--- config.mk ---
export PLATFORM = sky130hd
export DESIGN_NAME = hyp_cell
export DESIGN_NICKNAME = d
export VERILOG_FILES = /design/src/hdl/hyp_pkg.sv /design/src/hdl/hyp_cell.sv
export SDC_FILE = /design/constraint.sdc
export NUM_CORES = 1
export LEC_CHECK = 0
export ABC_AREA = 1
export BUFFER_PORTS_ARGS = -buffer_cell sky130_fd_sc_hd__buf_2
export CAP_MARGIN = 20
export CORE_MARGIN = 4
export CORE_UTILIZATION = 45
export DETAILED_ROUTE_END_ITERATION = 10
export PLACE_DENSITY = 0.74
export SLEW_MARGIN = 30
export SYNTH_ARGS = -nofsm -noshare
export SYNTH_HDL_FRONTEND = slang
export SYNTH_SLANG_ARGS = --single-unit
export TNS_END_PERCENT = 1
--- constraint.sdc ---
create_clock -name clk -period 6.84 [get_ports clk]
set_input_delay 1.368 -clock clk [delete_from_list [all_inputs] [get_ports clk]]
set_output_delay 1.368 -clock clk [all_outputs]
set_load 0.05 [all_outputs]
--- src/hdl/hyp_pkg.sv ---
// ----------------------------------------------------------------------------
// hyp_pkg: shared types and floating-point helpers
// Unpacking, rounding and power-of-two scaling of single-precision words,
// used by the front stages and the back stages of the vector magnitude core.
// ----------------------------------------------------------------------------
`default_nettype none

package hyp_pkg;

    localparam logic [31:0] QNAN_BITS = 32'h7FC0_0000;
    localparam logic [31:0] INF_BITS  = 32'h7F80_0000;
    localparam int          ROOT_CELLS = 26;

    // Pre-scaling class picked from the larger operand's exponent.
    typedef enum logic [1:0] {
        SC_HIGH,
        SC_DIRECT,
        SC_LOW,
        SC_DENORM
    } scale_t;

    // Normalized operand: value = mant / 2^23 * 2^exp, mant[23] set.
    typedef struct packed {
        logic [23:0]        mant;
        logic signed [11:0] exp;
    } unp_t;

    // Item that travels down the square-root cell row.
    typedef struct packed {
        logic [49:0] rem;
        logic [50:0] res;
        logic [7:0]  be;
        scale_t      sc;
        logic        nan;
        logic        zero;
        logic        inf;
    } root_t;

    // Power of two applied to the operands for each class.
    function automatic logic signed [11:0] scale_shift(scale_t sc);
        logic signed [11:0] s;
        case (sc)
            SC_HIGH:   s = -12'sd64;
            SC_DIRECT: s = 12'sd0;
            SC_LOW:    s = 12'sd64;
            SC_DENORM: s = 12'sd87;
            default:   s = 12'sd0;
        endcase
        return s;
    endfunction

    // Split a finite nonzero word into a normalized mantissa and exponent.
    function automatic unp_t unpack(logic [31:0] b);
        unp_t       u;
        logic [4:0] lz;
        logic       found;
        lz    = 5'd0;
        found = 1'b0;
        for (int i = 22; i >= 0; i--) begin
            if (!found && b[i]) begin
                lz    = 5'(22 - i);
                found = 1'b1;
            end
        end
        if (b[30:23] != 8'd0) begin
            u.mant = {1'b1, b[22:0]};
            u.exp  = $signed({4'b0, b[30:23]}) - 12'sd127;
        end
        else begin
            u.mant = {1'b0, b[22:0]} << (lz + 5'd1);
            u.exp  = 12'sd0 - 12'sd127 - $signed({7'b0, lz});
        end
        return u;
    endfunction

    // Round to nearest even and pack. m is normalized with its top bit set,
    // value = m / 2^49 * 2^exp, st_in holds any bits below m.
    function automatic logic [31:0] round_pack(logic [49:0] m, logic signed [11:0] exp,
                                               logic st_in);
        logic signed [11:0] be;
        logic signed [11:0] bef;
        logic [5:0]         sh;
        logic [49:0]        ms;
        logic [49:0]        mask;
        logic               lost;
        logic               g;
        logic               st;
        logic [23:0]        kept;
        logic [24:0]        q;
        logic [31:0]        r;
        be = exp + 12'sd127;
        if (be < 12'sd1) begin
            if (be < -12'sd50) begin
                sh = 6'd52;
            end
            else begin
                sh = 6'(12'sd1 - be);
            end
        end
        else begin
            sh = 6'd0;
        end
        mask = ~({50{1'b1}} << sh);
        lost = |(m & mask);
        ms   = m >> sh;
        kept = ms[49:26];
        g    = ms[25];
        st   = (|ms[24:0]) | lost | st_in;
        q    = {1'b0, kept} + {24'd0, g & (st | kept[0])};
        if (be < 12'sd1) begin
            // Subnormal result; a carry into bit 23 makes it the smallest normal.
            r = {1'b0, 7'd0, q[23], q[22:0]};
        end
        else begin
            bef = be + $signed({11'b0, q[24]});
            if (bef >= 12'sd255) begin
                r = INF_BITS;
            end
            else begin
                r = {1'b0, bef[7:0], (q[24] ? 23'd0 : q[22:0])};
            end
        end
        return r;
    endfunction

    // Multiply a nonnegative word by 2^sh with rounding.
    function automatic logic [31:0] scale_bits(logic [31:0] b, logic signed [11:0] sh);
        unp_t        u;
        logic [31:0] r;
        u = unpack(b);
        if (b[30:0] == 31'd0) begin
            r = 32'd0;
        end
        else if (b[30:23] == 8'hFF) begin
            r = INF_BITS;
        end
        else begin
            r = round_pack({u.mant, 26'd0}, u.exp + sh, 1'b0);
        end
        return r;
    endfunction

endpackage

`default_nettype wire

--- src/hdl/hyp_cell.sv ---
// ----------------------------------------------------------------------------
// hyp_cell: one digit step of the integer square root
// Holds one item of the root row, tries one result bit and hands the
// partial remainder and root to the next cell.
// ----------------------------------------------------------------------------
`default_nettype none

module hyp_cell (
    input  wire logic           clk,
    input  wire logic           rst_n,
    input  wire logic [5:0]     bit_pos,
    input  wire logic           in_valid,
    output logic                in_ready,
    input  wire hyp_pkg::root_t in_item,
    output logic                out_valid,
    input  wire logic           out_ready,
    output hyp_pkg::root_t      out_item
);

    logic           v_reg;
    hyp_pkg::root_t item_reg;
    hyp_pkg::root_t item_next;

    assign in_ready  = !v_reg || out_ready;
    assign out_valid = v_reg;
    assign out_item  = item_reg;

    // Trial subtract of the current root plus this cell's bit.
    always_comb
    begin
        logic [50:0] bitv;
        logic [50:0] trial;
        bitv      = 51'd1 << bit_pos;
        trial     = in_item.res + bitv;
        item_next = in_item;
        if ({1'b0, in_item.rem} >= trial) begin
            item_next.rem = in_item.rem - trial[49:0];
            item_next.res = (in_item.res >> 1) + bitv;
        end
        else begin
            item_next.res = in_item.res >> 1;
        end
    end

    always_ff @(posedge clk or negedge rst_n)
    begin
        if (!rst_n) begin
            v_reg <= 1'b0;
        end
        else if (in_ready) begin
            v_reg <= in_valid;
        end
    end

    always_ff @(posedge clk)
    begin
        if (in_ready) begin
            item_reg <= item_next;
        end
    end

endmodule

`default_nettype wire

; Word-level counts from Yosys, hierarchy flattened
; Cells that the tools add are included.
[totals]
out_inout_bits = 116
in_bits = 124
word_cells = 18
register_bits = 115
[op_classes]
mux = 2
add_sub_neg = 3
n_lt_le_gt_ge = 1
reduce_logical = 2
shift = 1
[ops]
columns = cell, count
row1 = $mux 50, 2
row2 = $add 50x51->51, 1
row3 = $add 51x51->51, 1
row4 = $ge 50x51->1, 1
row5 = $shl 1x6->51 const A, 1
row6 = $sub 50x50->50, 1
row7 = $logic_not 1->1, 1
row8 = $logic_or 1x1->1, 1

; Longest topological paths before layout
[logic_depth]
ltp_word = 4
ltp_mapped = 38

; Least setup slack after synthesis
; OpenSTA, ideal clock, no wires.
[synth_timing]
kind = input to register
from = in bit_pos[4]
to = reg item_reg (netlist bit out_item[73]) (data pin)
slack_ns = 0.999
setup_time_ns = 0.253
arrival_time_ns = 5.589
cell_stages = 35
cell_sequence = buf_2 -> inv_1 -> buf_2 -> buf_1 -> nand4_1 -> nor2_1 -> ha_1 -> ha_1 -> inv_1 -> nand2_1 -> nand2_1 -> nand2_1 -> a21oi_1 -> o21ai_1 -> nand2_1 -> nand2_1 -> nand2_1 -> nand2_1 -> xnor2_1 -> ha_1 -> nand2_1 -> nor2_1 -> inv_1 -> nor4_1 -> nand3_1 -> nand3_1 -> nand2_1 -> nand3_1 -> nand2_1 -> nand2_1 -> nand4_1 -> buf_4 -> buf_2 -> nand3_1 -> nand2_1
[synth_rtl]
columns = element, line_no
row1 = from (decl), hyp_cell.sv:11  ; input wire logic [5:0] bit_pos,
row2 = to (signal assigned), hyp_cell.sv:58  ; item_reg <= item_next;
row3 = to (decl), hyp_cell.sv:21  ; hyp_pkg::root_t item_reg;

==> qor.txt <==
Outcome: complete, no violations
R2R cell count: 3
PD cells: 174 nW/um^2
FILL cells: 3525
Cell family with most CP delay: simple AND/OR/NAND/NOR gates
Synth-to-layout area growth: 20.0%
H-tree depth: 4
Tcrit/Tclk final: 94.4%
Hold Path Class: input pin to async pin
Synth area leader: edfxtp_1
TritonCTS clock tree: yes
Residual DRC: 0
Slew Limit Fails: 0
Ys Warns: 0
Wire length of the first global-routing pass: 97.8 mm
# port buffers: 239
Die ar.: 37300 um^2
Min Tclk post-route: 6.46 ns
Tot GR Track Use: 33.2%
Max-slew headroom: 46.1%
Mapped Avg Cell Area: 6.33 um^2
Layout cells sized above 1: 14.3%
Core box area: 33700 um^2
Initial core utilization: 45.8%
Remaining global-route overflow: 0
Yosys reg bits: 115
CP peak stage delay: 0.64 ns
Critical path class: input pin to flop
Worst EP required: 7.04 ns
Die height: 193 um
Clock Latency Late Sink: 0.46 ns
Worst-path fanout max: 100
I/O pins: 240
Synthesized Nets: 2700
M2 GR Usage: 57.8%
Synthesized cell area: 15400 um^2
Smallest hold slack: 0.680 ns
Final HPWL DP: 55.2 mm
Vias after detailed routing: 18.0k
Avg Vias per Cell: 5.58
Achievable Freq: 155 MHz
Post-DRT Antenna Nets: 0
R2R Path End: out_item[14]
Post-synthesis sequential area ratio: 22.3%
Met1 Resource Use GR: 39.1%
Gpl congestion: 1.04
First-pass DRT Iterations: 7
First DRT Iteration DRCs: 1543
Post-synthesis instance total: 2437
Netlist cell types: 49
Number of max-cap violations: 0
R2r startpoint: out_valid
Clock Sinks: 115
Worst-Margin Slew: 0.808 ns
Drt total wl: 64.5 mm
Top FF cell, synth: edfxtp_1
CP dominant cell by count: nand3_1
Top cell type's share of synthesized area: 22.2%
Postcts setup bufs: 0
Initial antenna violation count: 2
Nets: 3024
Final Util: 55.0%
Commonest non-fill, non-tap cell in the layout: nand2_1
CP Launch Type: input pin
Clk buf depth: 2
Global-route met3 utilization: 4.77%
Worst vdd ir: 0.181 mV
Setup-failing EPs final: 0
Number of synthesized flops with an enable pin: 114
Async SR Flop Fraction: 0.870%
CTS Root Cell: clkbuf_16
CP Buf/Inv Count: 8
Most frequent cells in the layout: nand2_1, nor2_1, inv_1
Setup Skew: 0.00774 ns
Die W: 193 um
CP max-delay cell: nor4_1
Number of global-route vias before repair: 17.8k
CP Capture Type: flop
Routed length per instance: 20.0 um
Most Crowded Layer GR: met2
Final hold vios: 0
Synth top area cells: edfxtp_1, nand2_1, ha_1, nor2_1, inv_1
Clock slew seen by the registers of the worst setup and hold paths: 0.06 ns
CP arrival: 6.66 ns
Pin count of the biggest net entering global routing: 101
RSZ-0062 raised after global routing: false
CTS Buf Count: 17
Reg2reg setup slack: 4.55 ns
P_leak: 9.32 nW
# rows: 67
-- kinds of logic (layout without fill, tap and decap cells) --
kind of cell / count (synthesis) / in the layout / synth area share [%]
adder cells (fa/ha/maj): 139 / 139 / 11.3
buffers and inverters: 362 / 699 / 9.31
AO/OA/AOI/OAI: 456 / 456 / 16.7
other: 0 / 1 / 0
XOR/XNOR: 130 / 130 / 7.38
AND/OR/NAND/NOR: 1235 / 1235 / 32.9
flip-flops: 115 / 115 / 22.3
-- synth_stat cells, types with 16 or more instances --
cell	n
a31oi_1	52
o21a_1	24
nand2_1	625
nor2_1	317
nor3_1	40
xnor2_1	48
o21ai_0	114
nand3_1	202
edfxtp_1	114
xor2_1	82
inv_1	313
ha_1	138
a21oi_1	204
buf_2	27
nand4_1	21
nor4_1	16
a21o_1	16
-- power breakdown --
group          total [mW]  internal (mW)  switching, mW
Clock                1.01          0.642          0.364
Combinational        1.30          0.370          0.930
Sequential          0.910          0.890         0.0197
Total                3.22           1.90           1.31
-- layer usage --
layer	part of all wire [%]	routed length, um
met5	0.017	11
met4	6.7	4330
met3	6.4	4160
met2	48	30800
met1	39	25300
-- metrics by stage --
| stage | area (um^2) | worst slack (ns) | instances | TNS [ns] | total power, mW |
|---|---|---|---|---|---|
| 6_report | 18500 | 0.380 | 3223 | 0 | 3.22 |
| 5_1_grt | 18500 | 0.0321 | 3222 | 0 | 3.37 |
| 4_1_cts | 18500 | 0.394 | 3222 | 0 | 3.22 |
| 3_5_place_dp | 17900 | -0.0719 | 3190 | -4.33 | 2.21 |
| 3_3_place_gp | 17900 | 0.000158 | 3190 | 0 | 2.19 |
| 2_1_floorplan | 15400 | 0.999 | 2437 | 0 | 1.83 |
-- sequential cells by signal (all words and copies together) (netlist names) --
register	count
out_valid	1
out_item	114
-- final cells by class --
type | count | area, um^2 | share of cell area [%]
multi-input combinational | 1960 | 10600 | 57.2
timing repair buffer | 350 | 2100 | 11.3
inverter | 317 | 1190 | 6.42
clock buffer | 17 | 425 | 2.30
clock inverter | 15 | 213 | 1.15
tap | 448 | 561 | 3.02
sequential | 115 | 3450 | 18.6
antenna | 1 | 2.50 | 0.0135
-- how the worst max path moves through the flow --
stage               start           end  slack, ns  cells past startpoint
5_1_grt        bit_pos[2]  out_item[77]       0.03                     36
3_5_place_dp   bit_pos[3]  out_item[32]      -0.07                     33
4_1_cts        bit_pos[3]  out_item[18]       0.39                     33
3_3_place_gp   bit_pos[2]  out_item[61]     0.0002                     32
2_1_floorplan  bit_pos[4]  out_item[73]        1.0                     35
6_report       bit_pos[2]  out_item[18]       0.38                     32
-- repair_timing --
item                                    4_1_cts  5_1_grt
endpoints found under the setup margin        0      101
hold buffers                                  0        0
resized for setup                             0        5
(Power assumes the default switching activity.)
