===== config.mk =====
export PLATFORM = sky130hd
export DESIGN_NAME = hyp_back
export DESIGN_NICKNAME = d
export VERILOG_FILES = /design/src/hdl/hyp_pkg.sv /design/src/hdl/hyp_back.sv
export SDC_FILE = /design/constraint.sdc
export NUM_CORES = 1
export LEC_CHECK = 0
export BUFFER_PORTS_ARGS = -buffer_cell sky130_fd_sc_hd__buf_2
export CORE_MARGIN = 2
export CORE_UTILIZATION = 64
export DETAILED_ROUTE_END_ITERATION = 7
export GPL_ROUTABILITY_DRIVEN = 1
export GPL_TIMING_DRIVEN = 0
export PLACE_DENSITY = 0.95
export SLEW_MARGIN = 15
export SYNTH_ARGS = -nofsm -noshare
export SYNTH_HDL_FRONTEND = slang
export SYNTH_SLANG_ARGS = --single-unit
export TNS_END_PERCENT = 30

===== constraint.sdc =====
create_clock -name clk -period 31.1 [get_ports clk]
set_input_delay 1.555 -clock clk [delete_from_list [all_inputs] [get_ports clk]]
set_output_delay 1.555 -clock clk [all_outputs]
set_load 0.01 [all_outputs]

===== src/hdl/hyp_pkg.sv =====
// ----------------------------------------------------------------------------
// hyp_pkg: shared types and floating-point helpers
// Unpacking, rounding and power-of-two scaling of single-precision words,
// used by the front stages and the back stages of the vector magnitude core.
// ----------------------------------------------------------------------------
`default_nettype none

package hyp_pkg;

    localparam logic [31:0] QNAN_BITS = 32'h7FC0_0000;
    localparam logic [31:0] INF_BITS  = 32'h7F80_0000;
    localparam int          ROOT_CELLS = 26;

    // Pre-scaling class picked from the larger operand's exponent.
    typedef enum logic [1:0] {
        SC_HIGH,
        SC_DIRECT,
        SC_LOW,
        SC_DENORM
    } scale_t;

    // Normalized operand: value = mant / 2^23 * 2^exp, mant[23] set.
    typedef struct packed {
        logic [23:0]        mant;
        logic signed [11:0] exp;
    } unp_t;

    // Item that travels down the square-root cell row.
    typedef struct packed {
        logic [49:0] rem;
        logic [50:0] res;
        logic [7:0]  be;
        scale_t      sc;
        logic        nan;
        logic        zero;
        logic        inf;
    } root_t;

    // Power of two applied to the operands for each class.
    function automatic logic signed [11:0] scale_shift(scale_t sc);
        logic signed [11:0] s;
        case (sc)
            SC_HIGH:   s = -12'sd64;
            SC_DIRECT: s = 12'sd0;
            SC_LOW:    s = 12'sd64;
            SC_DENORM: s = 12'sd87;
            default:   s = 12'sd0;
        endcase
        return s;
    endfunction

    // Split a finite nonzero word into a normalized mantissa and exponent.
    function automatic unp_t unpack(logic [31:0] b);
        unp_t       u;
        logic [4:0] lz;
        logic       found;
        lz    = 5'd0;
        found = 1'b0;
        for (int i = 22; i >= 0; i--) begin
            if (!found && b[i]) begin
                lz    = 5'(22 - i);
                found = 1'b1;
            end
        end
        if (b[30:23] != 8'd0) begin
            u.mant = {1'b1, b[22:0]};
            u.exp  = $signed({4'b0, b[30:23]}) - 12'sd127;
        end
        else begin
            u.mant = {1'b0, b[22:0]} << (lz + 5'd1);
            u.exp  = 12'sd0 - 12'sd127 - $signed({7'b0, lz});
        end
        return u;
    endfunction

    // Round to nearest even and pack. m is normalized with its top bit set,
    // value = m / 2^49 * 2^exp, st_in holds any bits below m.
    function automatic logic [31:0] round_pack(logic [49:0] m, logic signed [11:0] exp,
                                               logic st_in);
        logic signed [11:0] be;
        logic signed [11:0] bef;
        logic [5:0]         sh;
        logic [49:0]        ms;
        logic [49:0]        mask;
        logic               lost;
        logic               g;
        logic               st;
        logic [23:0]        kept;
        logic [24:0]        q;
        logic [31:0]        r;
        be = exp + 12'sd127;
        if (be < 12'sd1) begin
            if (be < -12'sd50) begin
                sh = 6'd52;
            end
            else begin
                sh = 6'(12'sd1 - be);
            end
        end
        else begin
            sh = 6'd0;
        end
        mask = ~({50{1'b1}} << sh);
        lost = |(m & mask);
        ms   = m >> sh;
        kept = ms[49:26];
        g    = ms[25];
        st   = (|ms[24:0]) | lost | st_in;
        q    = {1'b0, kept} + {24'd0, g & (st | kept[0])};
        if (be < 12'sd1) begin
            // Subnormal result; a carry into bit 23 makes it the smallest normal.
            r = {1'b0, 7'd0, q[23], q[22:0]};
        end
        else begin
            bef = be + $signed({11'b0, q[24]});
            if (bef >= 12'sd255) begin
                r = INF_BITS;
            end
            else begin
                r = {1'b0, bef[7:0], (q[24] ? 23'd0 : q[22:0])};
            end
        end
        return r;
    endfunction

    // Multiply a nonnegative word by 2^sh with rounding.
    function automatic logic [31:0] scale_bits(logic [31:0] b, logic signed [11:0] sh);
        unp_t        u;
        logic [31:0] r;
        u = unpack(b);
        if (b[30:0] == 31'd0) begin
            r = 32'd0;
        end
        else if (b[30:23] == 8'hFF) begin
            r = INF_BITS;
        end
        else begin
            r = round_pack({u.mant, 26'd0}, u.exp + sh, 1'b0);
        end
        return r;
    endfunction

endpackage

`default_nettype wire


===== src/hdl/hyp_back.sv =====
// ----------------------------------------------------------------------------
// hyp_back: root rounding and result scaling
// Rounds the integer root to a single, then applies the inverse power of
// two and holds the finished item in the output register.
// ----------------------------------------------------------------------------
`default_nettype none

module hyp_back (
    input  wire logic           clk,
    input  wire logic           rst_n,
    input  wire logic           in_valid,
    output logic                in_ready,
    input  wire hyp_pkg::root_t in_item,
    output logic                out_valid,
    input  wire logic           out_ready,
    output logic [31:0]         out_bits
);

    logic [1:0]       v_reg;
    logic [1:0]       en;
    logic [31:0]      r_reg, r_next;
    hyp_pkg::scale_t  sc_reg;
    logic             nan_reg;
    logic [31:0]      o_reg, o_next;

    assign en[1]     = !v_reg[1] || out_ready;
    assign en[0]     = !v_reg[0] || en[1];
    assign in_ready  = en[0];
    assign out_valid = v_reg[1];
    assign out_bits  = o_reg;

    // Round the 25-bit root to 24 bits, nearest even with the remainder as sticky.
    always_comb
    begin
        logic [23:0] q;
        logic [24:0] q25;
        logic [23:0] mant;
        logic [8:0]  be9;
        logic        inc;
        q    = in_item.res[24:1];
        inc  = in_item.res[0] & ((in_item.rem != 50'd0) | q[0]);
        q25  = {1'b0, q} + {24'd0, inc};
        mant = q25[24] ? q25[24:1] : q25[23:0];
        be9  = {1'b0, in_item.be} + {8'd0, q25[24]};
        if (in_item.inf) begin
            r_next = hyp_pkg::INF_BITS;
        end
        else if (in_item.zero) begin
            r_next = 32'd0;
        end
        else begin
            r_next = {1'b0, be9[7:0], mant[22:0]};
        end
    end

    // Undo the operand scaling.
    always_comb
    begin
        if (nan_reg) begin
            o_next = hyp_pkg::QNAN_BITS;
        end
        else begin
            o_next = hyp_pkg::scale_bits(r_reg, 12'sd0 - hyp_pkg::scale_shift(sc_reg));
        end
    end

    always_ff @(posedge clk or negedge rst_n)
    begin
        if (!rst_n) begin
            v_reg <= 2'd0;
        end
        else begin
            if (en[0]) begin
                v_reg[0] <= in_valid;
            end
            if (en[1]) begin
                v_reg[1] <= v_reg[0];
            end
        end
    end

    always_ff @(posedge clk)
    begin
        if (en[0]) begin
            r_reg   <= r_next;
            sc_reg  <= in_item.sc;
            nan_reg <= in_item.nan;
        end
        if (en[1]) begin
            o_reg <= o_next;
        end
    end

endmodule

`default_nettype wire


# Word-level counts from Yosys, hierarchy flattened

Index checks and enable logic that the tools add are counted.

Flip-flop bits (word level): 68
Bits of input ports: 118

$add $sub $neg: 11
Magnitude comparators: 3
Equal/unequal tests: 4
Shift-type cells: 3
Mux-type cells: 83
Bitwise gates (word level): 7
Reduce and logical (&&, ||, !) cells: 57

Operator list:

| cell                                                                   | count |
|---|---|
| 31-bit 2-to-1 mux                                                      | 5 |
| 5-bit 2-to-1 mux                                                       | 22 |
| 36-bit 2-to-1 mux                                                      | 2 |
| 24-bit by 1-bit adder with 25-bit output                               | 2 |
| 50-bit AND                                                             | 1 |
| 50-bit inverter                                                        | 1 |
| 50-bit nonzero test                                                    | 1 |
| 50-bit OR reduction                                                    | 1 |
| 50-bit by 6-bit left shift with 50-bit output, first input constant    | 1 |
| 50-bit by 6-bit >> shifter with 50-bit output                          | 1 |
| 12-bit case mux with 4 select lines                                    | 1 |
| 23-bit 2-to-1 mux                                                      | 2 |
| 1-bit 2-to-1 mux                                                       | 45 |
| 31-bit zero test                                                       | 1 |
| 6-bit 2-to-1 mux                                                       | 5 |
| 25-bit OR reduction                                                    | 1 |
| 1-bit zero test                                                        | 24 |
| 23-bit by 5-bit left shift with 24-bit output                          | 1 |
| 1-bit logical AND                                                      | 22 |
| 12-bit adder                                                           | 1 |
| 12-bit by 2-bit adder with 12-bit output                               | 1 |
| 12-bit by 8-bit adder with 12-bit output, second input constant        | 1 |
| 12-bit by 9-bit >= comparator with 1-bit output, second input constant | 1 |
| 12-bit by 2-bit < comparator with 1-bit output, second input constant  | 1 |
| 19 further kinds                                                       | 24 |

# Logic depth before layout (Yosys ltp)

Gate-level depths: netlist of run 1.

Depth in word-level cells: 116
Gate-level depth with buffers: 51
Depth with buffers taken out: 47

# Least setup slack after synthesis of run 1

Ideal clock, no wire load.

Path type: reg-to-reg
Start point: register r_reg[21]
End point: register o_reg[22], in the netlist out_bits[22], data pin
Library setup time: 259 ps
Arrival: 9569 ps
Path slack: 21272 ps
Cell stages (with the launch flop): 45
Path buffers: 5
Clock period less this slack: 9828 ps
Cells stage by stage: edfxtp_1 > buf_6 > or4_1 > buf_2 > nor4_4 > nor4b_1 > o21ai_0 > nand2_1 > nand3_1 > o21ai_0 > o21ai_0 > ha_1 > ha_1 > o21ai_0 > or4b_1 > nand3_1 > o211ai_1 > nor4_2 > [9 not listed] > ha_1 > nor4b_2 > and3_1 > and3_1 > ha_1 > ha_1 > nand2_1 > or3_1 > nor2_1 > mux2i_1 > a41oi_1 > nand2_1 > nand2_1 > a211oi_1 > a31oi_1 > o211ai_2 > buf_2 > o21bai_1

Longest elaborated chain between the ends: 112
Elaborated cells on any way between the ends: 141
Those cells by class: 7 x add/sub; 3 x order compare; 3 x shift; 77 x mux; 5 x bitwise; 46 x reduce/logical

RTL lines:

| element                                         | RTL line       | text |
|---|---|---|
| from (decl)                                     | hyp_back.sv:21 | `logic [31:0] r_reg, r_next;` |
| from (signal assigned)                          | hyp_back.sv:85 | `r_reg <= r_next;` |
| 1-bit logical AND                               | hyp_pkg.sv:60  | `if (!found && b[i]) begin` |
| 1-bit 2-to-1 mux                                | hyp_pkg.sv:60  |  |
| 1-bit 2-to-1 mux                                | hyp_back.sv:59 | `if (nan_reg) begin` |
| 1-bit zero test                                 | hyp_pkg.sv:60  |  |
| 1-bit logical AND                               | hyp_pkg.sv:60  |  |
| 1-bit 2-to-1 mux                                | hyp_pkg.sv:60  |  |
| 1-bit 2-to-1 mux                                | hyp_back.sv:59 |  |
| 1-bit zero test                                 | hyp_pkg.sv:60  |  |
| [96 not listed]                                 | -              |  |
| 1-bit AND                                       | hyp_pkg.sv:109 | `q = {1'b0, kept} + {24'd0, g & (st \| kept[0])};` |
| 24-bit by 1-bit adder with 25-bit output        | hyp_pkg.sv:109 |  |
| 12-bit by 2-bit adder with 12-bit output        | hyp_pkg.sv:115 | `bef = be + $signed({11'b0, q[24]});` |
| 12-bit by 9-bit >= comparator with 1-bit output | hyp_pkg.sv:116 | `if (bef >= 12'sd255) begin` |
| 31-bit 2-to-1 mux                               | hyp_pkg.sv:116 |  |
| 31-bit 2-to-1 mux                               | hyp_pkg.sv:110 | `if (be < 12'sd1) begin` |
| 31-bit 2-to-1 mux                               | hyp_pkg.sv:134 | `else if (b[30:23] == 8'hFF) begin` |
| 31-bit 2-to-1 mux (*)                           | hyp_pkg.sv:131 | `if (b[30:0] == 31'd0) begin` |
| to (signal assigned)                            | hyp_back.sv:90 | `o_reg <= o_next;` |
| to (decl)                                       | hyp_back.sv:24 | `logic [31:0] o_reg, o_next;` |

Mark *: on every way between the ends. The rest lies on a longest branch, timed or not. The select of a mux whose other input is x is not followed.
A chain may end at the register's enable or synchronous reset.

# Final worst setup path of run 1

Start point: register r_reg[27]
End point: register o_reg[9], in the netlist out_bits[9], data pin

Longest elaborated chain between the ends: 23
Elaborated cells on any way between the ends: 32
Those cells by class: 6 x add/sub; 3 x order compare; 1 x eq/ne; 2 x shift; 10 x mux; 5 x bitwise; 5 x reduce/logical

RTL lines:

| element                                                                                                              | RTL line                     | text |
|---|---|---|
| 8-bit by 7-bit subtractor with 9-bit output / 8-bit nonzero test (equally long branches)                             | hyp_pkg.sv:67, hyp_pkg.sv:65 |  |
| 36-bit 2-to-1 mux                                                                                                    | hyp_pkg.sv:65                | `if (b[30:23] != 8'd0) begin` |
| 36-bit 2-to-1 mux                                                                                                    | hyp_back.sv:59               |  |
| 12-bit adder                                                                                                         | hyp_pkg.sv:138               | `r = round_pack({u.mant, 26'd0}, u.exp + sh, 1'b0);` |
| 12-bit by 8-bit adder with 12-bit output                                                                             | hyp_pkg.sv:91                | `be = exp + 12'sd127;` |
| 12-bit by 7-bit < comparator with 1-bit output / 2-bit by 6-bit subtractor with 6-bit output (equally long branches) | hyp_pkg.sv:93, hyp_pkg.sv:97 |  |
| 6-bit 2-to-1 mux                                                                                                     | hyp_pkg.sv:93                | `if (be < -12'sd50) begin` |
| 6-bit 2-to-1 mux                                                                                                     | hyp_pkg.sv:92                | `if (be < 12'sd1) begin` |
| [7 not listed]                                                                                                       | -                            |  |
| 1-bit bitwise OR                                                                                                     | hyp_pkg.sv:108               | `st = (\|ms[24:0]) \| lost \| st_in;` |
| 1-bit bitwise OR                                                                                                     | hyp_pkg.sv:109               |  |
| 1-bit AND                                                                                                            | hyp_pkg.sv:109               |  |
| 24-bit by 1-bit adder with 25-bit output                                                                             | hyp_pkg.sv:109               |  |
| 12-bit by 2-bit adder with 12-bit output                                                                             | hyp_pkg.sv:115               |  |
| 12-bit by 9-bit >= comparator with 1-bit output                                                                      | hyp_pkg.sv:116               |  |
| 31-bit 2-to-1 mux                                                                                                    | hyp_pkg.sv:116               |  |
| 31-bit 2-to-1 mux                                                                                                    | hyp_pkg.sv:110               |  |

Several ways; a longest one is shown, not always the timed one. The select of a mux whose other input is x is not followed.

==> results of run 1 <==
[how the worst min path moves through the flow]
stage / depth (start not counted) / endpoint / slack (ns) / from
after CTS: 1 / v_reg[1]$_DFFE_PN0P_ / 0.48 / v_reg[0]$_DFFE_PN0P_
final: 1 / v_reg[1]$_DFFE_PN0P_ / 0.49 / v_reg[0]$_DFFE_PN0P_
after global placement: 1 / v_reg[1]$_DFFE_PN0P_ / 0.45 / v_reg[0]$_DFFE_PN0P_
after detailed placement: 1 / v_reg[1]$_DFFE_PN0P_ / 0.47 / v_reg[0]$_DFFE_PN0P_
after floorplan: 1 / v_reg[1]$_DFFE_PN0P_ / 0.44 / v_reg[0]$_DFFE_PN0P_
after global routing: 1 / v_reg[1]$_DFFE_PN0P_ / 0.51 / v_reg[0]$_DFFE_PN0P_
[per-layer routing]
| layer | up-vias | global-route usage, % | part of all wire, % |
|---|---|---|---|
| met5 | - | 0 | 0 |
| met4 | 0 | 35.4 | 8.9 |
| met3 | 328 | 13.7 | 13 |
| met2 | 1146 | 75.3 | 43 |
| met1 | 5616 | 54.9 | 35 |
| li1 | 5416 | - | - |
[logic make-up after synthesis]
kind of cell / count (synthesis)
compound gates: 442
xor+xnor: 66
mux: 23
flops: 67
buf+inv: 121
other cells: 1
simple gates: 577
fa+ha+maj: 31
[per-stage QoR]
step           hold slack (ns)  util (%)
3_3_place_gp             0.448      70.7
4_1_cts                  0.484      73.0
3_5_place_dp             0.470      70.9
5_1_grt                  0.505      73.0
2_1_floorplan            0.435         -
6_report                 0.485      73.0
[worst register-to-register path: cells and delay by family, from the launching register on]
family | cells | cell delay, ns
xor+xnor | 1 | 0.20
buf+inv | 8 | 2.29
flops | 1 | 0.44
fa+ha+maj | 5 | 1.33
simple gates | 19 | 4.48
compound gates | 12 | 3.92
[cell usage in the layout (no fill, tap or decap), drive strengths merged, types with 8 or more instances in the layout]
master / instances
buf: 153
nor2: 142
nand2: 130
a21oi: 92
o21ai: 68
edfxtp: 65
nor3: 64
clkbuf: 64
nand3: 61
inv: 38
nor4: 36
xnor2: 34
xor2: 32
a211oi: 31
ha: 29
and3: 24
o22ai: 23
o211ai: 22
nand4: 21
a31oi: 20
and2: 19
mux2i: 18
a21o: 16
a22o: 15
a22oi: 15
or2: 15
nand2b: 14
a221oi: 12
a211o: 11
o221ai: 11
or4: 10
a2111oi: 10
nor2b: 9
or3: 9
o31ai: 9
o21a: 8
a32oi: 8
o2111ai: 8
[area by class of cell]
cell class,instances,area (sq um)
clock inverter,7,92.6
timing repair buffer,125,646
tap,188,235
fill,1196,4080
sequential,67,2000
multi-input combinational,1140,7350
buffer,83,369
clock buffer,9,225
inverter,38,143
[power breakdown]
group	total, mW	internal [mW]	switching (mW)
Sequential	0.123	0.116	0.00707
Combinational	0.454	0.147	0.307
Clock	0.113	0.0699	0.0429
Total	0.690	0.333	0.357
==> results list, run 1 <==
* Sum of internal, switching and leakage power: between 0.6 and 0.7 mW
- Post-route clock skew: about 0.015 ns
- Vert. Die Dim: 128 microns
- The die covers 0.0164 sq mm.
* Number of flops mapped to enable cells by yosys: 65
- Setup violations remaining at the end of the flow were counted as 0.
* Xor and xnor area share after synthesis: under 10%
* Area post-placement: roughly 0.011 sq mm
- Post-Synthesis Cells: between 1,000 and 1,500
* CP Buf/Inv Count: 8
- Fin cells: 1,657
* Clock network latency to the later pin of the worst-skew pair: ~0.36 ns
- Kind of launch point of the worst setup path: register
* Overall fraction of global-route tracks in use: 47.6%
- Across the run, the number of max-cap violations was 0.
- Placeable Area: ~0.015 sq mm
- Once detailed placement completed, the half-perimeter wirelength came to 30,000 microns.
- The critical path runs through a total of 45 cells.
- The detailed router finished its first iteration with slightly below 2,000 violations.
- Data required time at the worst endpoint: about 31 ns
- The synthesized design spends more area on one cell type than any other, namely sky130_fd_sc_hd__edfxtp_1.
- The setup check on the worst reg-to-reg path leaves a slack of about 18 ns.
* Number of placement rows: 45
- Buffers placed on the I/O ports in this run total about 120.
- Synthesis produced a netlist with a net count of 1,476.
* Number of placed cells counting well taps: around 1,600
- PnR worst setup slack: between 15 and 20 ns
* Outcome: complete, but fails checks
- Post-Route WL: between 30,000 and 40,000 microns
- Via count: ~13,000
- After clock tree synthesis, the clock-pin slew on the worst setup and hold paths is around 0.07 ns.
- Most numerous cell types in the synthesized netlist: 139 x sky130_fd_sc_hd__nor2_1, 129 x sky130_fd_sc_hd__nand2_1, 90 x sky130_fd_sc_hd__a21oi_1, 65 x sky130_fd_sc_hd__edfxtp_1, 60 x sky130_fd_sc_hd__nand3_1
- Final global-route overflow total: 0
- Cell types with the largest area share after synthesis: sky130_fd_sc_hd__edfxtp_1 20%, sky130_fd_sc_hd__nor2_1 5.3%, sky130_fd_sc_hd__nand2_1 4.9%
- Number of resized instances in the post-cts repair step: 0
- The max-slew violation count came to 0.
- In the routed design, unresolved DRC markers number 1.
- Timing analysis after detailed placement gives a worst setup slack of about 19 ns.
* Fraction of final layout cells sized beyond drive strength 1: between 15 and 20%
* Capturing point of the worst reg2reg path: out_bits[9]$_SDFFCE_PP0P_
* F_max: 76.9 MHz
- The number of setup buffers added after CTS is 0.
- The H-tree generated during clock tree synthesis spans 3 levels.
- Once detail routing completed, the nets flagged for antenna violations numbered 0.
- Measured along the x axis, the die boundary spans between 100 and 150 microns.
* Number of top-level pins: approximately 150
- Compound-cell area share of the yosys netlist: between 30 and 40%
- Static leakage: slightly above 4 nW
- Primary FF master, synth: sky130_fd_sc_hd__edfxtp_1
- For this run, the slowest stage of the critical path takes 0.86 ns.
- Clk sink count: 67
* Fraction of the yosys area taken by sequential cells: ~20%
- Weighted congestion reported at the end of routability-driven placement: 1.16
* Layout Area Growth over Synthesis: 12.2%
- The worst-case IR drop observed on VDD is between 30 and 40 uV.
- Final worst path period share: a little over two fifths
* Avg Inst Size Synth: around 7.4 sq um
- Of all nets on the critical path, the largest fanout is 10.
- For the pin with the worst max-slew slack, the measured transition is between 1 and 1.5 ns.
- Diode count: 0
- Entering global routing, the biggest net connects 33 pins.
- The number of cells on the worst reg-to-reg path is 45.
- Dominant combinational cell family by area after synthesis: compound AO/OA/AOI/OAI gates
- Crit-path slowest cell: sky130_fd_sc_hd__a21oi_1
- Library cells used by synthesis: roughly 110
- Number of global-route vias before repair: approximately 12,000
- In this run the worst setup path begins at r_reg[27]$_SDFFCE_PP1P_.
* Effective utilization at floorplan: roughly 65%
* Number of vias per cell after detailed routing: around 7.5
* Clock Tree Buf Depth: 2
- The pre-antenna-repair detailed-routing pass consisted of 8 iterations.
* Clock period minus final worst setup slack: about 13 ns
* Top-area cell type share of the netlist area: roughly a fifth
* Simple-gate area share of the yosys netlist: between 30% and 40%
- Buffers inserted to repair hold after CTS numbered 0.
* Number of nets at the end of the flow: 1,612
- Clock tree synthesis inserted a total of 9 buffers.
- Cell area power density: ~62 mW/mm^2
- Total of warnings raised by yosys: 0
* Multiplexer area fraction after synthesis: roughly 2.5%
- The synthesized netlist devotes 3.99% of its cell area to adder and majority cells.
- Final-report hold violation count: 0
- The most numerous cell type found on the critical path is sky130_fd_sc_hd__nand2_1.
* Element type at the critical path end: register
* Final instance area: 0.0111 sq mm
- The worst register-to-register path begins at r_reg[27]$_SDFFCE_PP1P_.
- Crit path kind: register to register
- Antenna violations before repair: 0
- In the final timing run, aggregate negative setup slack is 0 ns.
* Count of state elements after synthesis: 67
- In this run the tightest slew margin relative to its limit is about 28%.
* Setup repair after global routing missed its margin: false
- CTS tree: built
- For the worst setup path, the data arrival time is 13.08 ns.
- In this run the worst setup path terminates at out_bits[9]$_SDFFCE_PP0P_.
- The first global-routing pass estimated approximately 61,000 microns of wire.
* Hold WC Path Type: register to register
* Most frequently used cell type in the post-synthesis netlist: sky130_fd_sc_hd__nor2_1
- Failing checks: DRC
- The tree is rooted in a sky130_fd_sc_hd__clkbuf_16.
* Netlist area before placement: about 0.0099 sq mm
- WL/cell: 24.0 microns
- Kind of cell adding the most delay to the critical path: simple AND/OR/NAND/NOR gates
* Fraction of registers with async set/reset: about 3.0%
(Power assumes the default switching activity.)
==> run 2, diff against run 1 <==
Settings changed: CORE_UTILIZATION 64 to 60, PLACE_DENSITY 0.95 to 0.92.
Clock period 31.1 ns to 12.04 ns, I/O delays scaled along.
==> run 2 against run 1 <==
The flow now finishes without violations; critical path depth is 4 higher; combinational power rose to 2.7 times the previous value; register-to-register slack worse by 18 ns; clock power grew to 2.8 times the previous value; cell count increased by 1.9%; wire length grew 5.3%; non-clock buffer count rose by 3; clock skew down 0.0035 ns.
==> results list, run 2 (synthesis gave the netlist of run 1 again) <==
* Cell area power density: 164 mW/mm^2 (+160%)
* Number of placed cells counting well taps: 1,669 (+1.7%)
* Number of placement rows: 46 (+2.2%)
* Vert. Die Dim: 132 microns (+3.2%)
- STA classifies the critical path endpoint as a register.
- The residual antenna-violating net count after detailed routing was 0 (unchanged).
- The maximum count of clock buffers along a single path is 2 (unchanged).
- Outcome: finished, final reports clean
- Critical path startpoint: r_reg[9]$_SDFFCE_PP0P_
- The total non-filler cell area in the finished layout is 0.0113 sq mm (+1.8%).
* Number of pins exceeding their max-slew limit in the final report: 0 (unchanged)
- Port Buffer Count: 123 (unchanged)
- The global-route wire length before repair came to 63,400 microns (+3.5%).
- The per-cell routed wire length is 24.8 microns (+3.3%).
- STA classifies the critical path startpoint as a register.
- The violation count after the first detailed-routing iteration came to 1,868 (-5.1%).
* Post-route clock skew: 0.0116 ns (-0.00351 ns)
- Final-layout worst hold slack: 0.0348 ns (-0.450 ns)
* Number of nets at the end of the flow: 1,615 (+0.19%)
* Worst reg2reg path startpoint: r_reg[9]$_SDFFCE_PP0P_
* Horizontal die dimension: 132 microns (+3.2%)
- The static leakage power was 4.24 nW (+2.1%).
* Crit-path slowest cell: sky130_fd_sc_hd__or4b_1
- Total CTS buffers: 9 (unchanged)
- The number of setup violations in the final report came to 0 (unchanged).
- The library cell used most frequently in the layout, excluding fill and tap cells, is sky130_fd_sc_hd__buf_2.
- Max VDD drop: 100 uV (+190%)
- TritonCTS built the clock tree.
* Antenna violations before repair: 0 (unchanged)
- The count of unresolved DRC violations after routing came to 0 (-1).
* Clk sink count: 67 (unchanged)
- F_max: 86.1 MHz (+12%)
- The fraction of power consumed by sequential logic came to 17.3% (-0.6 points).
* Clock-pin slew of the registers on the worst-case setup and hold paths: 0.06 ns (about the same)
- Number of global-route vias before repair: 11,748 (+1.8%)
* Net switching component of the power: 0.953 mW (+170%)
- The period utilization is 96.5% (+55 points).
* Area post-placement: 0.0108 sq mm (+0.29%)
- Arrival time worst endpoint: 11.71 ns (-1.37 ns)
- The worst path buffer plus inverter count is 5 (-3).
- The die area was 0.0175 sq mm (+6.5%).
* TritonRoute pass-1 iters: 8 (unchanged)
- The post-cts hold buffer count is 0 (unchanged).
- Crit path kind: register to register
* Most frequent cells in the layout: 145 x sky130_fd_sc_hd__buf_2, 138 x sky130_fd_sc_hd__nor2_1, 129 x sky130_fd_sc_hd__nand2_1, 88 x sky130_fd_sc_hd__a21oi_1, 65 x sky130_fd_sc_hd__edfxtp_1
* Data required time at the worst endpoint: 12.13 ns (-19.05 ns)
- Remaining max-slew budget at the tightest pin: 24.5% (-3.5 points)
- Diode count: 0 (unchanged)
- The total power after layout is 1.85 mW (+170%).
- Clock network power share: 16.9% (+0.6 points)
- Max-cap violation count: 0 (unchanged)
* Overall fraction of global-route tracks in use: 45.7% (-2.0 points)
* Total number of H-tree levels: 3 (unchanged)
* Number of top-level pins: 152 (unchanged)
* Fin cells: 1,688 (+1.9%)
- Weighted congestion reported at the end of routability-driven placement: 1.11 (-3.7%)
- Largest stage delay on the critical path: 0.64 ns (-0.22 ns)
* Clock period minus final worst setup slack: 11.62 ns (-1.38 ns)
- The overall routed net length is 41,800 microns (+5.3%).
* FF-to-FF setup slack: 0.42 ns (-17.68 ns)
- The combinational cell fraction of total power was 65.8% (about the same).
- Half-perimeter wire length after placement: 31,400 microns (+4.7%)
- Worst-path maximum fanout: 10 (unchanged)
- Clock network latency to the later pin of the worst-skew pair: 0.35 ns (about the same)
* Via count: 12,579 (+0.58%)
* Final-report hold violation count: 0 (unchanged)
- Most repeated library cell on the critical path: sky130_fd_sc_hd__nor3_1
- Root Buffer Master: sky130_fd_sc_hd__clkbuf_16
* Number of vias per cell after detailed routing: 7.45 (-1.3%)
* Slew at the pin closest to its max-slew limit: 1.12 ns (+0.0433 ns)
* Fraction of final layout cells sized beyond drive strength 1: 17.7% (+1.9 points)
* Kind of cell adding the most delay to the critical path: simple AND/OR/NAND/NOR gates
* Layout Area Growth over Synthesis: 14.2%
* Effective utilization at floorplan: 61.8% (-3.3 points)
- Switching Fraction: 51.5% (-0.18 points)
* Final global-route overflow total: 0 (unchanged)
- The total internal power came to 0.896 mW (+170%).
* Pin count of the biggest net entering global routing: 33 (unchanged)
* Hold WC Path Type: primary input to asynchronous set/reset pin
* Placeable Area: 0.0159 sq mm (+5.3%)
-- run 2: cell count changes in the layout (fill, tap and decap cells not counted), sizes merged --
cell and change:
buf +4, clkbuf -1, clkinv +1, clkinvlp -2
bufinv +1
-- run 2: layout make-up --
type                       instances  area (sq um)
clock buffer                       9           225
tap                              216           270
sequential                        67          2000
inverter                          38           143
fill                            1316          4680
multi-input combinational       1140          7450
timing repair buffer             129           672
clock inverter                     7           116
buffer                            82           380
-- run 2: worst reg2reg max path: cells and delay by family, from the launching register on --
| family | cells | cell delay [ns] |
|---|---|---|
| buf+inv | 5 | 1.57 |
| simple gates | 21 | 4.37 |
| xor+xnor | 1 | 0.17 |
| mux | 1 | 0.18 |
| flops | 1 | 0.38 |
| compound gates | 17 | 3.61 |
| fa+ha+maj | 4 | 1.09 |
-- run 2: what timing repair did --
item                       in CTS  in global routing
setup endpoints to repair      29                 31
pin swaps                       1                  2
cloned                          0                  0
gates resized for setup         7                 36
setup buffers                   2                  2
-- run 2: routing by layer --
layer  vias to the layer above  GRT usage [%]  part of all wire [%]
li1                       5409              -                     -
met2                      1127           71.8                    44
met5                         -              0                     0
met3                       349           13.2                    12
met4                         0           33.2                   8.8
met1                      5694           53.2                    35
-- run 2: per-stage QoR --
stage	setup WS, ns	utilization [%]	TNS [ns]
2_1_floorplan	2.21	-	0
3_3_place_gp	-0.0255	67.4	-0.0450
3_5_place_dp	-0.508	67.6	-9.93
4_1_cts	0.0118	70.0	0
5_1_grt	-0.0826	70.6	-1.07
6_report	0.419	70.6	0
-- run 2: final timing paths --
path                            cells past startpoint                          to
worst min register to register                      1        v_reg[1]$_DFFE_PN0P_
worst max-delay path                               49  out_bits[22]$_SDFFCE_PP1P_
worst max register to register                     49  out_bits[22]$_SDFFCE_PP1P_
min in group clk                                    1         sc_reg[1]$_DFFE_PP_
max in group asynchronous                           1        v_reg[0]$_DFFE_PN0P_
worst min-delay path                                1        v_reg[1]$_DFFE_PN0P_
-- run 2: power by group through the flow --
| stage | Combinational, mW | Clock, mW | Sequential (mW) |
|---|---|---|---|
| 4_1_cts | 1.13 | 0.310 | 0.318 |
| 5_1_grt | 1.27 | 0.321 | 0.322 |
| 3_5_place_dp | 1.11 | 0 | 0.322 |
| 2_1_floorplan | 0.769 | 0 | 0.331 |
| 3_3_place_gp | 1.09 | 0 | 0.321 |
| 6_report | 1.22 | 0.313 | 0.319 |
